## src/rtl/assert_macros.svh

```systemverilog
// ------------------------------------------------------------------------
// Assertion macros
// Shared concurrent assertion shorthands for the RTL.
// ------------------------------------------------------------------------
`ifndef ASSERT_MACROS_SVH
`define ASSERT_MACROS_SVH

// Same-cycle implication, disabled during reset.
`define AST_IMPLIES(lbl, clk, rst, ante, cons, msg) \
   lbl: assert property (@(posedge clk) disable iff (rst) (ante) |-> (cons)) \
      else $error(msg);

// Next-cycle implication, disabled during reset.
`define AST_NEXT(lbl, clk, rst, ante, cons, msg) \
   lbl: assert property (@(posedge clk) disable iff (rst) (ante) |=> (cons)) \
      else $error(msg);

`endif

```

## src/rtl/fhtf_pkg.sv

```systemverilog
// ------------------------------------------------------------------------
// fhtf_pkg
// Types, character codes and helpers shared by the hex float formatter.
// ------------------------------------------------------------------------
package fhtf_pkg;

   typedef logic [6:0] ascii_type;
   typedef logic [3:0] chr_sel_type;

   // Character source selected by the controller for the current cycle.
   localparam chr_sel_type SEL_MINUS = 4'd0;
   localparam chr_sel_type SEL_ZERO  = 4'd1;
   localparam chr_sel_type SEL_X     = 4'd2;
   localparam chr_sel_type SEL_LEAD  = 4'd3;
   localparam chr_sel_type SEL_DOT   = 4'd4;
   localparam chr_sel_type SEL_NIB   = 4'd5;
   localparam chr_sel_type SEL_P     = 4'd6;
   localparam chr_sel_type SEL_ESIGN = 4'd7;
   localparam chr_sel_type SEL_DIG   = 4'd8;
   localparam chr_sel_type SEL_I     = 4'd9;
   localparam chr_sel_type SEL_N     = 4'd10;
   localparam chr_sel_type SEL_F     = 4'd11;

   localparam ascii_type CH_MINUS = 7'h2D;
   localparam ascii_type CH_PLUS  = 7'h2B;
   localparam ascii_type CH_ZERO  = 7'h30;
   localparam ascii_type CH_ONE   = 7'h31;
   localparam ascii_type CH_X     = 7'h78;
   localparam ascii_type CH_DOT   = 7'h2E;
   localparam ascii_type CH_P     = 7'h70;
   localparam ascii_type CH_I     = 7'h69;
   localparam ascii_type CH_N     = 7'h6E;
   localparam ascii_type CH_F     = 7'h66;
   localparam ascii_type CH_A     = 7'h61;

   localparam int FRAC_NIBBLES = 13;

   // Controller -> datapath commands.
   typedef struct packed {
      logic        load;
      chr_sel_type sel;
      logic [3:0]  nib_idx;
      logic [1:0]  dig_idx;
   } cmd_type;

   // Datapath -> controller status, valid once the decode registers hold the value.
   typedef struct packed {
      logic       is_nan;
      logic       is_inf;
      logic       neg;
      logic       frac_nz;
      logic [3:0] last_nib;
      logic [1:0] dig_last;
   } status_type;

   function automatic ascii_type hex_char(input logic [3:0] nib);
      ascii_type ch;
      if (nib < 4'd10) begin
         ch = CH_ZERO + {3'd0, nib};
      end else begin
         ch = CH_A + {3'd0, nib - 4'd10};
      end
      return ch;
   endfunction

endpackage

```

## src/rtl/fhtf_ctrl.sv

```systemverilog
// ------------------------------------------------------------------------
// fhtf_ctrl
// Sequencer: waits out the decode cycles, then steps through the text
// one character per cycle.
// ------------------------------------------------------------------------
module fhtf_ctrl
   import fhtf_pkg::*;
(
   input  logic       clock,
   input  logic       reset,
   input  logic       start,
   output logic       busy,
   input  status_type status,
   output cmd_type    cmd,
   output logic       rsp_strobe,
   output logic       rsp_last_char
);

   localparam logic [3:0] ST_IDLE  = 4'd0;
   localparam logic [3:0] ST_DEC0  = 4'd1;
   localparam logic [3:0] ST_DEC1  = 4'd2;
   localparam logic [3:0] ST_DEC2  = 4'd3;
   localparam logic [3:0] ST_DEC3  = 4'd4;
   localparam logic [3:0] ST_SIGN  = 4'd5;
   localparam logic [3:0] ST_ZERO  = 4'd6;
   localparam logic [3:0] ST_X     = 4'd7;
   localparam logic [3:0] ST_LEAD  = 4'd8;
   localparam logic [3:0] ST_DOT   = 4'd9;
   localparam logic [3:0] ST_NIB   = 4'd10;
   localparam logic [3:0] ST_P     = 4'd11;
   localparam logic [3:0] ST_ESIGN = 4'd12;
   localparam logic [3:0] ST_DIG   = 4'd13;
   localparam logic [3:0] ST_I     = 4'd14;
   localparam logic [3:0] ST_NF    = 4'd15;

   logic [3:0] state_ff, state_in;
   logic [3:0] nib_ff, nib_in;
   logic [1:0] dig_ff, dig_in;
   logic       f_phase_ff, f_phase_in;   // second half of "nf"

   always_ff @(posedge clock) begin
      if (reset) begin
         state_ff   <= ST_IDLE;
         nib_ff     <= '0;
         dig_ff     <= '0;
         f_phase_ff <= 1'b0;
      end else begin
         state_ff   <= state_in;
         nib_ff     <= nib_in;
         dig_ff     <= dig_in;
         f_phase_ff <= f_phase_in;
      end
   end

   always_comb begin
      state_in      = state_ff;
      nib_in        = nib_ff;
      dig_in        = dig_ff;
      f_phase_in    = f_phase_ff;
      rsp_strobe    = 1'b0;
      rsp_last_char = 1'b0;
      cmd.load      = 1'b0;
      cmd.sel       = SEL_MINUS;
      cmd.nib_idx   = nib_ff;
      cmd.dig_idx   = dig_ff;
      unique case (state_ff)
         ST_IDLE: begin
            if (start) begin
               cmd.load = 1'b1;
               state_in = ST_DEC0;
            end
         end
         ST_DEC0: state_in = ST_DEC1;
         ST_DEC1: state_in = ST_DEC2;
         ST_DEC2: state_in = ST_DEC3;
         ST_DEC3: begin
            if (status.is_nan) begin
               state_in = ST_IDLE;
            end else if (status.neg) begin
               state_in = ST_SIGN;
            end else if (status.is_inf) begin
               state_in = ST_I;
            end else begin
               state_in = ST_ZERO;
            end
         end
         ST_SIGN: begin
            rsp_strobe = 1'b1;
            cmd.sel    = SEL_MINUS;
            state_in   = status.is_inf ? ST_I : ST_ZERO;
         end
         ST_ZERO: begin
            rsp_strobe = 1'b1;
            cmd.sel    = SEL_ZERO;
            state_in   = ST_X;
         end
         ST_X: begin
            rsp_strobe = 1'b1;
            cmd.sel    = SEL_X;
            state_in   = ST_LEAD;
         end
         ST_LEAD: begin
            rsp_strobe = 1'b1;
            cmd.sel    = SEL_LEAD;
            state_in   = status.frac_nz ? ST_DOT : ST_P;
         end
         ST_DOT: begin
            rsp_strobe = 1'b1;
            cmd.sel    = SEL_DOT;
            nib_in     = '0;
            state_in   = ST_NIB;
         end
         ST_NIB: begin
            rsp_strobe = 1'b1;
            cmd.sel    = SEL_NIB;
            if (nib_ff == status.last_nib) begin
               state_in = ST_P;
            end else begin
               nib_in = nib_ff + 4'd1;
            end
         end
         ST_P: begin
            rsp_strobe = 1'b1;
            cmd.sel    = SEL_P;
            state_in   = ST_ESIGN;
         end
         ST_ESIGN: begin
            rsp_strobe = 1'b1;
            cmd.sel    = SEL_ESIGN;
            dig_in     = '0;
            state_in   = ST_DIG;
         end
         ST_DIG: begin
            rsp_strobe = 1'b1;
            cmd.sel    = SEL_DIG;
            if (dig_ff == status.dig_last) begin
               rsp_last_char = 1'b1;
               state_in      = ST_IDLE;
            end else begin
               dig_in = dig_ff + 2'd1;
            end
         end
         ST_I: begin
            rsp_strobe = 1'b1;
            cmd.sel    = SEL_I;
            f_phase_in = 1'b0;
            state_in   = ST_NF;
         end
         ST_NF: begin
            rsp_strobe = 1'b1;
            if (f_phase_ff) begin
               cmd.sel       = SEL_F;
               rsp_last_char = 1'b1;
               f_phase_in    = 1'b0;
               state_in      = ST_IDLE;
            end else begin
               cmd.sel    = SEL_N;
               f_phase_in = 1'b1;
            end
         end
         default: state_in = ST_IDLE;
      endcase
   end

   assign busy = (state_ff != ST_IDLE);

endmodule

```

## src/rtl/fhtf_datapath.sv

```systemverilog
// ------------------------------------------------------------------------
// fhtf_datapath
// Holds the value and mode, decodes fields, converts the exponent to
// decimal digits and selects the character for the current cycle.
// ------------------------------------------------------------------------
module fhtf_datapath
   import fhtf_pkg::*;
(
   input  logic        clock,
   input  logic        reset,
   input  logic        csr_write,
   input  logic        csr_double_precision,
   input  logic [63:0] req_value_bits,
   input  cmd_type     cmd,
   output status_type  status,
   output ascii_type   rsp_character
);

   // Mode register and captured value.
   logic        dbl_ff;
   logic        mode_ff;
   logic [63:0] bits_ff;

   always_ff @(posedge clock) begin
      if (reset) begin
         dbl_ff <= 1'b1;
      end else if (csr_write) begin
         dbl_ff <= csr_double_precision;
      end
   end

   always_ff @(posedge clock) begin
      if (cmd.load) begin
         bits_ff <= req_value_bits;
         mode_ff <= dbl_ff;
      end
   end

   // Decode stage: sign, class, fraction left aligned, exponent magnitude.
   logic        neg_in, nan_in, inf_in, nz_in, eneg_in;
   logic [10:0] bexp;
   logic [51:0] frac_in;
   logic [3:0]  last_in;
   logic [11:0] e_s;
   logic [9:0]  mag_in;
   logic        exp_ones;

   always_comb begin
      if (mode_ff) begin
         neg_in   = bits_ff[63];
         bexp     = bits_ff[62:52];
         frac_in  = bits_ff[51:0];
         exp_ones = &bits_ff[62:52];
      end else begin
         neg_in   = bits_ff[31];
         bexp     = {3'd0, bits_ff[30:23]};
         frac_in  = {bits_ff[22:0], 29'd0};
         exp_ones = &bits_ff[30:23];
      end
      nz_in  = |frac_in;
      nan_in = exp_ones && nz_in;
      inf_in = exp_ones && !nz_in;

      last_in = '0;
      for (int i = 0; i < FRAC_NIBBLES; i++) begin
         if (frac_in[51 - 4*i -: 4] != 4'd0) begin
            last_in = 4'(i);
         end
      end

      if (bexp == 11'd0) begin
         e_s = nz_in ? (mode_ff ? -12'sd1022 : -12'sd126) : 12'd0;
      end else begin
         e_s = {1'b0, bexp} - (mode_ff ? 12'd1023 : 12'd127);
      end
      eneg_in = e_s[11];
      mag_in  = eneg_in ? 10'(-e_s) : e_s[9:0];
   end

   logic        neg_ff, nan_ff, inf_ff, nz_ff, eneg_ff;
   logic [51:0] frac_ff;
   logic [3:0]  last_ff;
   logic [9:0]  mag_ff;

   always_ff @(posedge clock) begin
      neg_ff  <= neg_in;
      nan_ff  <= nan_in;
      inf_ff  <= inf_in;
      nz_ff   <= nz_in;
      eneg_ff <= eneg_in;
      frac_ff <= frac_in;
      last_ff <= last_in;
      mag_ff  <= mag_in;
   end

   // Decimal conversion: thousands by compare, hundreds and tens by
   // reciprocal multiply (exact for the ranges that reach them).
   logic       d3_in;
   logic [9:0] r1_in;
   logic [15:0] h_prod;
   logic       d3_ff;
   logic [9:0] r1_ff;
   logic [3:0] h_ff;
   logic [1:0] dlast_ff, dlast_in;

   always_comb begin
      d3_in  = (mag_ff >= 10'd1000);
      r1_in  = d3_in ? mag_ff - 10'd1000 : mag_ff;
      h_prod = 16'(r1_in * 6'd41);
      if (mag_ff >= 10'd1000) begin
         dlast_in = 2'd3;
      end else if (mag_ff >= 10'd100) begin
         dlast_in = 2'd2;
      end else if (mag_ff >= 10'd10) begin
         dlast_in = 2'd1;
      end else begin
         dlast_in = 2'd0;
      end
   end

   always_ff @(posedge clock) begin
      d3_ff    <= d3_in;
      r1_ff    <= r1_in;
      h_ff     <= h_prod[15:12];
      dlast_ff <= dlast_in;
   end

   logic [6:0] r2_ff;
   logic [9:0] r2_full;
   always_comb begin
      r2_full = r1_ff - 10'(h_ff * 7'd100);
   end

   always_ff @(posedge clock) begin
      r2_ff <= r2_full[6:0];
   end

   logic [13:0] t_prod;
   logic [3:0]  t_ff;
   assign t_prod = 14'(r2_ff * 7'd103);

   always_ff @(posedge clock) begin
      t_ff <= t_prod[13:10];
   end

   logic [6:0] ones_full;
   logic [3:0] ones;
   assign ones_full = r2_ff - 7'(t_ff * 4'd10);
   assign ones      = ones_full[3:0];

   // Leading digit: zero for subnormals and zero.
   logic bexp_zero_ff;
   always_ff @(posedge clock) begin
      bexp_zero_ff <= (bexp == 11'd0);
   end

   // Character select.
   logic [1:0] dig_pos;
   logic [3:0] dig_val;
   logic [3:0] nib_val;

   always_comb begin
      dig_pos = cmd.dig_idx + (2'd3 - dlast_ff);
      case (dig_pos)
         2'd0:    dig_val = {3'd0, d3_ff};
         2'd1:    dig_val = h_ff;
         2'd2:    dig_val = t_ff;
         default: dig_val = ones;
      endcase
      nib_val = frac_ff[51 - 4*cmd.nib_idx -: 4];

      unique case (cmd.sel)
         SEL_MINUS: rsp_character = CH_MINUS;
         SEL_ZERO:  rsp_character = CH_ZERO;
         SEL_X:     rsp_character = CH_X;
         SEL_LEAD:  rsp_character = (bexp_zero_ff) ? CH_ZERO : CH_ONE;
         SEL_DOT:   rsp_character = CH_DOT;
         SEL_NIB:   rsp_character = hex_char(nib_val);
         SEL_P:     rsp_character = CH_P;
         SEL_ESIGN: rsp_character = eneg_ff ? CH_MINUS : CH_PLUS;
         SEL_DIG:   rsp_character = CH_ZERO + {3'd0, dig_val};
         SEL_I:     rsp_character = CH_I;
         SEL_N:     rsp_character = CH_N;
         SEL_F:     rsp_character = CH_F;
         default:   rsp_character = CH_ZERO;
      endcase
   end

   assign status.is_nan   = nan_ff;
   assign status.is_inf   = inf_ff;
   assign status.neg      = neg_ff;
   assign status.frac_nz  = nz_ff;
   assign status.last_nib = last_ff;
   assign status.dig_last = dlast_ff;

endmodule

```

## src/rtl/float_hex_text_formatter.sv

```systemverilog
// ------------------------------------------------------------------------
// float_hex_text_formatter
// Formats one IEEE-754 bit pattern as hexadecimal float text, one ASCII
// character per cycle.
// ------------------------------------------------------------------------
// Usage:
//   Raise start with req_value_bits while busy is low; that edge accepts
//   the transaction. csr_double_precision (csr_valid/csr_ready) picks double
//   (1, reset value) or single taken from bits 31..0; write it while idle.
// Timing:
//   Decode steps follow the accept (fields, thousands/hundreds digit,
//   tens remainder, tens digit), then one character per cycle on
//   rsp_character, marked by rsp_strobe, the final one with rsp_last_char.
//   Busy stays high through the last character, so a new transaction
//   can start only once the current one is done. A NaN emits nothing
//   and frees the block after the decode cycles.
// Reset:
//   Synchronous, active high: returns the sequencer to idle and selects
//   double precision. Captured value registers are not cleared.
// Output:
//   The receiver cannot stall; each character is valid for exactly one
//   cycle and is taken at the edge that ends it.
// ------------------------------------------------------------------------
`include "assert_macros.svh"

module float_hex_text_formatter
   import fhtf_pkg::*;
(
   input  logic        clock,
   input  logic        reset,
   input  logic        start,
   output logic        busy,
   input  logic [63:0] req_value_bits,
   output logic        rsp_strobe,
   output logic [6:0]  rsp_character,
   output logic        rsp_last_char,
   input  logic        csr_valid,
   output logic        csr_ready,
   input  logic        csr_double_precision
);

   cmd_type    cmd;
   status_type status;

   // Mode register accepts a write whenever the channel offers one.
   assign csr_ready = 1'b1;

   // Sequencer: accept, decode wait, character stepping.
   fhtf_ctrl u_ctrl (
      .clock         (clock),
      .reset         (reset),
      .start         (start),
      .busy          (busy),
      .status        (status),
      .cmd           (cmd),
      .rsp_strobe    (rsp_strobe),
      .rsp_last_char (rsp_last_char)
   );

   // Field decode, decimal exponent and character mux.
   fhtf_datapath u_datapath (
      .clock                (clock),
      .reset                (reset),
      .csr_write            (csr_valid && csr_ready),
      .csr_double_precision (csr_double_precision),
      .req_value_bits       (req_value_bits),
      .cmd                  (cmd),
      .status               (status),
      .rsp_character        (rsp_character)
   );

   // Checks on the sequencing.
   `AST_IMPLIES(a_last_has_strobe, clock, reset, rsp_last_char, rsp_strobe, "last without strobe")
   `AST_IMPLIES(a_strobe_when_busy, clock, reset, rsp_strobe, busy, "strobe while idle")
   `AST_NEXT(a_accept_busy, clock, reset, start && !busy, busy, "accept did not go busy")
   `AST_NEXT(a_last_frees, clock, reset, rsp_strobe && rsp_last_char, !busy, "busy after last char")

endmodule

```

## config.mk

```make
export PLATFORM = sky130hd
export DESIGN_NAME = float_hex_text_formatter
export DESIGN_NICKNAME = d
export VERILOG_FILES = /design/src/rtl/fhtf_pkg.sv /design/src/rtl/fhtf_ctrl.sv /design/src/rtl/fhtf_datapath.sv /design/src/rtl/float_hex_text_formatter.sv
export VERILOG_INCLUDE_DIRS = /design/src /design/src/rtl
export SDC_FILE = /design/constraint.sdc
export NUM_CORES = 1
export LEC_CHECK = 0
export BUFFER_PORTS_ARGS = -buffer_cell sky130_fd_sc_hd__buf_4
export CAP_MARGIN = 5
export CORE_MARGIN = 3
export CORE_UTILIZATION = 54
export CTS_CLUSTER_SIZE = 12
export DETAILED_ROUTE_END_ITERATION = 12
export GPL_TIMING_DRIVEN = 0
export PLACE_DENSITY = 0.84
export SETUP_SLACK_MARGIN = 0.15
export SYNTH_ARGS = -nofsm -noshare
export SYNTH_HDL_FRONTEND = slang
export SYNTH_SLANG_ARGS = --single-unit
```

## constraint.sdc

```tcl
create_clock -name clock -period 10.6 [get_ports clock]
set_input_delay 2.12 -clock clock [delete_from_list [all_inputs] [get_ports clock]]
set_output_delay 2.12 -clock clock [all_outputs]
set_load 0.03 [all_outputs]
```

Word-level counts from Yosys, hierarchy flattened
Cells that the tools add are included.

cells by class
  order comparisons = 4
  equal/unequal tests = 35
  shifts and indexed selects = 1
  add/subtract/negate cells = 14
  multiply operators = 4
  reduce and logical (&&, ||, !) cells = 32
  multiplexer cells = 51

operators by type and width
  operator                                                               number
  7-bit one-hot mux with 11 select lines                                 1
  4-bit one-hot mux with 16 select lines                                 1
  55-bit by 33-bit indexed part select with 4-bit output                 1
  52-bit two-way mux                                                     1
  4-bit nonzero test                                                     13
  52-bit OR reduction                                                    1
  4-bit equality test, second input constant                             12
  10-bit two-way mux                                                     4
  4-bit one-hot mux with 10 select lines                                 1
  4-bit by 3-bit equality test with 1-bit output, second input constant  8
  4-bit two-way mux                                                      8
  3-bit two-way mux                                                      9
  12-bit two-way mux                                                     2
  4-bit by 2-bit equality test with 1-bit output, second input constant  4
  10-bit by 6-bit multiplier with 16-bit output, second input constant   1
  6-bit by 4-bit adder with 7-bit output, first input constant           2
  7-bit by 7-bit multiplier with 14-bit output, second input constant    1
  1-bit two-way mux                                                      13
  4-bit one-hot mux with 3 select lines                                  1
  11-bit by 12-bit subtractor with 12-bit output                         1
  11-bit logical NOT                                                     1
  11-bit two-way mux                                                     1
  11-bit AND reduction                                                   1
  11-bit OR reduction                                                    1
  other kinds (39)                                                       52

storage, ports and cells
  flip-flop bits (word level) = 174
  logic and storage cells = 165
  output and inout bits = 11

Longest topological paths before layout
Gate-level depths: netlist of run 1.

  depth after elaboration = 13
  depth in mapped cells = 17
  depth with buffers taken out = 17

Cells and area by module
Synthesis of run 1 repeated with hierarchy kept, for this count alone.

second synthesis, totals
  cell total of the unflattened synthesis = 881
  area total of the unflattened synthesis = 9486.6 um^2

modules (own cells, without submodules)
  module                    area an instance (um^2)  times used  cells each
  fhtf_datapath             8618.3                   1           770
  fhtf_ctrl                 857.1                    1           109
  float_hex_text_formatter  11.3                     1           2

Worst setup path after synthesis of run 1
OpenSTA, ideal clock, no wires.

  path kind = register -> output
  start point = register u_ctrl.nib_ff[0]
  end point = output rsp_character[4]
  required time = 8.480 ns
  path slack = 4.367 ns
  arrival time = 4.113 ns
  cell stages (with the launch flop) = 16
  buffers on the path = 3
  path through = dfxtp_1 -> buf_2 -> clkinv_1 -> ha_1 -> buf_2 -> buf_2 -> nor2_1 -> nand3_1 -> nor3b_1 -> o41ai_1 -> nand3_1 -> ha_1 -> nand3b_1 -> nand3_1 -> nor2_1 -> o311ai_1

on the way
  cells in the longest elaborated chain, start to end = 6
  elaborated cells between the ends (all ways) = 8
  classes of those cells = add/sub (4); order compare (1); shift (1); mux (2)

ends and longest elaborated chain
  element                                                   line                            source
  start: declaration                                        fhtf_ctrl.sv:37                 logic [3:0] nib_ff, nib_in;
  start signal: assignment                                  fhtf_ctrl.sv:49                 nib_ff <= nib_in;
  6-bit by 6-bit subtractor with 7-bit output *             fhtf_datapath.sv:170            nib_val = frac_ff[51 - 4*cmd.nib_idx -: 4];
  55-bit by 33-bit indexed part select with 4-bit output *  fhtf_datapath.sv:170
  4-bit subtractor                                          fhtf_pkg.sv:61                  ch = CH_A + {3'd0, nib - 4'd10};
  6-bit by 5-bit adder with 7-bit output                    fhtf_pkg.sv:61
  7-bit two-way mux *                                       fhtf_pkg.sv:58                  if (nib < 4'd10) begin
  7-bit one-hot mux with 11 select lines *                  fhtf_datapath.sv:172            unique case (cmd.sel)
  end: declaration                                          float_hex_text_formatter.sv:35  output logic [6:0] rsp_character,

Every way passes the cells marked *; elsewhere a longest branch is shown, timed or not.

Worst setup path after layout of run 1
  start point = register u_ctrl.nib_ff[0]
  end point = output rsp_character[2]

Same word-level chain as after synthesis.

==> results of run 1 <==
==> worst paths after layout <==
path / startpoint / endpoint / slack [ps] / cells past startpoint
hold reg to reg: u_datapath.r1_ff[1] / u_datapath.r2_ff[1] / 320 / 0
hold / removal: u_datapath.r1_ff[1] / u_datapath.r2_ff[1] / 320 / 0
setup reg to reg: u_datapath.mode_ff / u_datapath.mag_ff[9] / 5900 / 14
setup / recovery: u_ctrl.nib_ff[0] / rsp_character[2] / 3480 / 15
==> worst max-delay path, delay by kind of cell (launching register included) <==
kind | cells | cell delay (ps)
DFF | 1 | 440
and+or+nand+nor | 2 | 330
buffers and inverters | 5 | 1420
muxes | 2 | 400
AOI/OAI and AO/OA | 3 | 990
adders and majority gates | 2 | 820
xor gates and xnor gates | 1 | 160
==> sequential cells by signal, indices dropped and copies added (netlist names), 2 cells and up <==
register and flops:
u_datapath.h_ff 4, u_datapath.t_ff 4, u_ctrl.dig_ff 2, u_datapath.last_ff 4, u_datapath.bits_ff 64, u_datapath.mag_ff 10, u_datapath.r2_ff 7, u_datapath.frac_ff 52
u_datapath.dlast_ff 2, u_ctrl.state_ff 4, u_ctrl.nib_ff 4, u_datapath.r1_ff 7
==> layout make-up <==
type                       count  share of cell area
multi-input combinational    619               0.453
sequential                   174               0.374
timing repair buffer          78              0.0541
clock buffer                  18              0.0388
inverter                      81              0.0277
tap                          225              0.0255
clock inverter                14              0.0136
buffer                        35              0.0133
==> per-layer routing <==
metal  share of wire  track usage  vias to the layer above
met3           0.077       0.0454                       40
li1                -            -                     3478
met2            0.45        0.339                      289
met4           0.021       0.0762                        0
met1            0.45        0.318                     3388
met5               0            0                        -
==> through the flow <==
step,hold WS [ps],utilization,instance area [um2]
after floorplan,310,-,9590
after global placement,310,0.602,10400
after detailed placement,315,0.603,10500
after CTS,324,0.636,11000
after global routing,328,0.636,11000
final,319,0.636,11000
==> power breakdown <==
group	internal [uW]	switching, uW	total [uW]	leakage (uW)
Clock	314	288	602	0.000278
Combinational	725	872	1600	0.00284
Sequential	843	108	951	0.00153
==> layout by cell type, fill, tap and decap left out, types with 7 or more instances in the layout <==
cell type,n
a211oi_1,7
a21oi_1,33
a31oi_1,9
and2_1,36
buf_4,79
clkbuf_1,24
clkbuf_16,17
dfxtp_1,109
edfxtp_1,65
fa_1,14
ha_1,87
inv_1,77
mux2_2,27
mux2i_1,14
mux4_2,16
nand2_1,45
nand2b_1,13
nand3_1,28
nor2_1,52
nor2b_1,11
nor3_1,15
nor4_1,14
o21ai_0,25
o21ai_1,7
o22ai_1,9
xnor2_1,30
xor2_1,13
==> cell families after synthesis <==
group           Yosys count
other cells               1
buf+inv                 116
flops                   174
xor+xnor                 43
simple gates            253
fa+ha+maj               101
compound gates          163
mux                      57
==> metrics, run 1 <==
outcome=finished, final reports clean; mapped cell area=between 9000 and 10000 um2; count leader, synth=dfxtp_1; ys flop type=dfxtp_1; # DRC=0; post-synthesis compound-gate area fraction=0.116; CTS Buf Count=17; core area=about 17000 um2; Crit. End Element=output port; largest family of logic cells by synthesized area=adder cells; RePlAce Congestion=about 0.96; worst path required time=8480 ps; Worst-Skew Late Latency=between 400 and 500 ps; Post-CTS Resized=0; clock root buffer=clkbuf_16; post-synthesis sequential area ratio=0.431; Post-synth EDFFs=65; Post-Synth Simple-Gate Area=0.139; post-synthesis mux area share=0.0840; Slowest cell on crit path=o41ai_1; crit path max fanout=10; CP max stage delay=about 490 ps; Post-Syn Instances=around 900; average size of a mapped cell=10.6 um2; Final Hold Fails=0; IO Port Bufs=between 70 and 80; vias per cell=roughly 5.8; Synth Area in Adders=0.143; vias in the first global route=~7.0k; Peak VDD IR=0.000389 V; dpl ws=just under 4000 ps; Ys Warns=0; FF+latch area=roughly 4100 um2; Layout Cells excl Fill=1244; fillcell total=1297; worst-margin pin slew=a little under 800 ps; first-pass GRT wire length=between 30000 and 40000 um; wire per inst=about 17 um; 1st-pass router iterations=6; Pins Over Slew Limit=0; area of the multi-input gates=between 5000 and 6000 um2; Tot GR Track Use=0.222; Synth-to-Final Area Change=15.3%; DP HPWL=between 15000 and 20000 um; CP Class=flip-flop to output port; initial antenna violation count=0; 1st-iter DRT viols=628; # IOs=80; CTS tree=built; grt total ovfl=0; Post-synth top cells=dfxtp_1, ha_1, inv_1, edfxtp_1, nor2_1; setup bufs post-CTS=0; layout net count=about 1.2k; share of cells above drive strength 1=0.172; clk_skew=between 10 and 15 ps; # setup viols final=0; Highest Clock Rate=between 100 and 150 MHz; post-synthesis register bit count=~170; Initial Utilization=0.552; clk sinks=between 150 and 200; Pwr Total=between 3000 and 4000 uW; ANT cells=0; H-tree levels=4; Critical Path Most Common Cell=buf_2; CTS Hold Bufs=0; Post-synth ARST share=0; via count=between 7k and 8k; top cell type's share of synthesized area=0.228; XOR/XNOR share of the synthesized area=0.0393; P per Cell Area=between 200 and 300 nW/um2; max cap viols=0; Rows=48; worst hold path type=flip-flop to flip-flop; post-synthesis cell type count=~80; Inst Count DP=1212; setup TNS=0 ps; CTS max path bufs=2; unrepaired setup endpoints after global routing=no; Critical Path Source Type=flip-flop; Yosys top cell by area=dfxtp_1; crit path cell chain=buf_2 > clkinv_1 > ha_1 > buf_2 > buf_2 > mux2i_1 > mux2i_1 > nor3b_1 > o41ai_1 > nand3_1 > ha_1 > xor2_1 > a221oi_1 > a2111o_1 > buf_4; max_slew headroom=0.480; DRT antenna net count=0; Clock transition at path regs=70 ps; largest net degree at the start of global routing=38; die footprint=a little under 20000 um2; top cells by area, synth=dfxtp_1, edfxtp_1, ha_1; CP arrival=about 5000 ps; Lkg Pwr=0.00465 uW; Worst Slack Setup Final=around 3500 ps; Final Cycle Share=0.672; Die Wd=139 um; Die Span Y=about 140 um; drt total wl=roughly 21000 um; min Tclk post-route=slightly above 7000 ps
Note: power is estimated with default switching activity, not from simulation.
==> run 2: changes to the inputs <==
--- a/config.mk
+++ b/config.mk
@@ -6,6 +6,7 @@
 export SDC_FILE = /design/constraint.sdc
 export NUM_CORES = 1
 export LEC_CHECK = 0
+export ABC_AREA = 1
 export BUFFER_PORTS_ARGS = -buffer_cell sky130_fd_sc_hd__buf_4
 export CAP_MARGIN = 5
 export CORE_MARGIN = 3
==> constraint.sdc (replaced) <==
create_clock -name clock -period 6.75 [get_ports clock]
set_input_delay 1.35 -clock clock [delete_from_list [all_inputs] [get_ports clock]]
set_output_delay 1.35 -clock clock [all_outputs]
set_load 0.03 [all_outputs]
==> metrics, run 2 <==
Initial Utilization=0.553; biggest regs=u_datapath.bits_ff (64), u_datapath.frac_ff (52), u_datapath.mag_ff (10); min-delay src=u_datapath.r1_ff[0]; # setup viols final=0; Lkg Pwr=around 0.0055 uW; leading cell type in the layout, fill and taps excluded=nand2_1; post-synthesis sequential area ratio=0.432; Largest register FFs=64; Die Wd=~140 um; setup bufs post-CTS=0; Final Hold Fails=0; Tot GR Track Use=0.221; CTS Buf Count=17; combinational share of power=0.548; CP Class=flip-flop to output port; core area=roughly 17000 um2; DP HPWL=between 15000 and 20000 um; clk sinks=approximately 170; P per Cell Area=~500 nW/um2; mapped cell area=9570 um2; hold endpoint=u_datapath.r2_ff[0]; CTS max path bufs=2; grt total ovfl=0; ys flop type=dfxtp_1; H-tree levels=4; Die Span Y=around 140 um; Post-synth EDFFs=65; max cap viols=0; clock root buffer=clkbuf_16; # IOs=80; worst hold path type=flip-flop to flip-flop; Yosys top cell by area=dfxtp_1; 1st-pass router iterations=8; RR Startpoint=u_datapath.r2_ff[5]; RePlAce Congestion=0.895; R2R setup slack=roughly 3000 ps; Critical Path Source Type=flip-flop; reg2reg path depth=16; max_slew headroom=0.445; Post-Syn Instances=1161; vias in the first global route=about 7.7k; Synth-to-Final Area Change=15.6%; Post-synth ARST share=0; ANT cells=0; unrepaired setup endpoints after global routing=no; post-synthesis cell type count=a little over 50; first-pass GRT wire length=between 30000 and 40000 um; outcome=finished, final reports clean; clock power share=0.180; Switching Power=approximately 2400 uW; setup TNS=0 ps; vias per cell=5.18; IO Port Bufs=76; Final Cell Area=approximately 11000 um2; CTS tree=built; largest net degree at the start of global routing=39; CP arrival=around 4300 ps; Highest Clock Rate=177 MHz; initial antenna violation count=0; commonest cells after routing, fill and taps aside=nand2_1, inv_1, dfxtp_1; WHS Path Cells=0; average size of a mapped cell=between 8 and 9 um2; Slowest cell on crit path=clkbuf_1; fillcell total=roughly 1.4k; drt total wl=around 21000 um; wire per inst=14.0 um; Peak VDD IR=between 0.0004 and 0.0005 V; min Tclk post-route=approximately 5600 ps; Final Cycle Share=0.836; count leader, synth=nand2_1; via count=~7.7k; # DRC=0; top cells by area, synth=dfxtp_1, edfxtp_1, ha_1; top cell type's share of synthesized area=0.228; worst-margin pin slew=approximately 830 ps; Clock transition at path regs=~70 ps; Pins Over Slew Limit=0; largest register by flop count=u_datapath.bits_ff; CP delay by family, top=buffers and inverters; Rows=48; Ys Warns=0; worst path required time=5400 ps; Flop pwr share=0.272; share of cells above drive strength 1=0.119; Worst-Skew Late Latency=440 ps; CTS Hold Bufs=0; 1st-iter DRT viols=between 600 and 700; die footprint=about 19000 um2; post-synthesis register bit count=174; DRT antenna net count=0; R2R Path End=u_datapath.t_ff[2]; crit path max fanout=10; CP max stage delay=450 ps; Buf/Inv on CP=8; cell-internal power=3140 uW; layout net count=~1.4k; clk_skew=a little over 9 ps; DP Area=approximately 10000 um2; Net Sw Frac=0.430; Crit. End Element=output port; Post-CTS Resized=0; Post-synth top cells=nand2_1, inv_1, dfxtp_1, nor2_1, ha_1; crit path cell chain=buf_2 > inv_1 > buf_2 > clkbuf_1 > ha_1 > clkbuf_1 > clkbuf_1 > nor2_1 > o21ai_0 > a21oi_1 > o21ai_0 > inv_1 > ha_1 > nand2_1 > nor2_1 > o21ai_0 > nand3_1 > buf_4
-- run 2: changes by cell type after synthesis, sizes merged, moves of 13 or more --
cell / previous run / this run
a21oi: 33 / 46
and2: 37 / 0
clkbuf: 23 / 7
inv: 80 / 226
mux2: 27 / 0
mux2i: 14 / 0
mux4: 16 / 0
nand2: 45 / 266
nand2b: 13 / 0
nand3: 28 / 60
nor2: 52 / 106
o21ai: 32 / 64
xnor2: 30 / 16
-- run 2: routing by layer --
layer  vias up  track usage  share of wire
li1       3887            -              -
met1      3529        0.274           0.43
met2       277        0.375           0.48
met3        54       0.0424          0.059
met4         0       0.0978          0.035
met5         -            0              0
-- run 2: power groups by stage --
stage	clock network [uW]	registers, uW	logic [uW]
floorplan	0	1470	2360
global placement	0	1520	2850
detailed placement	0	1520	3010
CTS	1000	1500	3040
global route	1050	1520	3550
finish	992	1500	3030
-- run 2: area by class of cell --
| class | instances | area (um2) | share of cell area |
|---|---|---|---|
| clock buffer | 17 | 425 | 0.0384 |
| sequential | 174 | 4130 | 0.374 |
| buffer | 22 | 149 | 0.0135 |
| tap | 225 | 282 | 0.0254 |
| clock inverter | 15 | 188 | 0.0170 |
| timing repair buffer | 77 | 591 | 0.0534 |
| inverter | 227 | 852 | 0.0770 |
| multi-input combinational | 739 | 4450 | 0.402 |
-- run 2: cells by family after synthesis --
family	count (synthesis)	synth area share
xor+xnor	34	0.0327
simple gates	458	0.201
buf+inv	249	0.105
other cells	1	0.000392
compound gates	144	0.0860
fa+ha+maj	101	0.143
flops	174	0.432
-- run 2: worst max-delay path by stage --
stage                          start                     end  slack [ps]  cells past startpoint
global route        u_ctrl.nib_ff[0]        rsp_character[4]         870                     18
CTS                 u_ctrl.nib_ff[0]        rsp_character[2]        1210                     17
detailed placement  u_ctrl.nib_ff[0]        rsp_character[2]        1670                     17
finish              u_ctrl.nib_ff[0]        rsp_character[4]        1100                     18
floorplan                      start   u_datapath.bits_ff[0]        2180                      2
global placement               start  u_datapath.bits_ff[43]        1040                      3
-- run 2: stage by stage --
| stage | power [uW] | cells | worst slack [ps] | hold slack, ps | util |
|---|---|---|---|---|---|
| CTS | 5540 | 1496 | 1210 | 331 | 0.640 |
| finish | 5520 | 1496 | 1100 | 332 | 0.640 |
| floorplan | 3830 | 1162 | 2180 | 310 | - |
| global route | 6120 | 1496 | 871 | 338 | 0.640 |
| detailed placement | 4530 | 1464 | 1670 | 313 | 0.604 |
| global placement | 4380 | 1463 | 1040 | 312 | 0.603 |
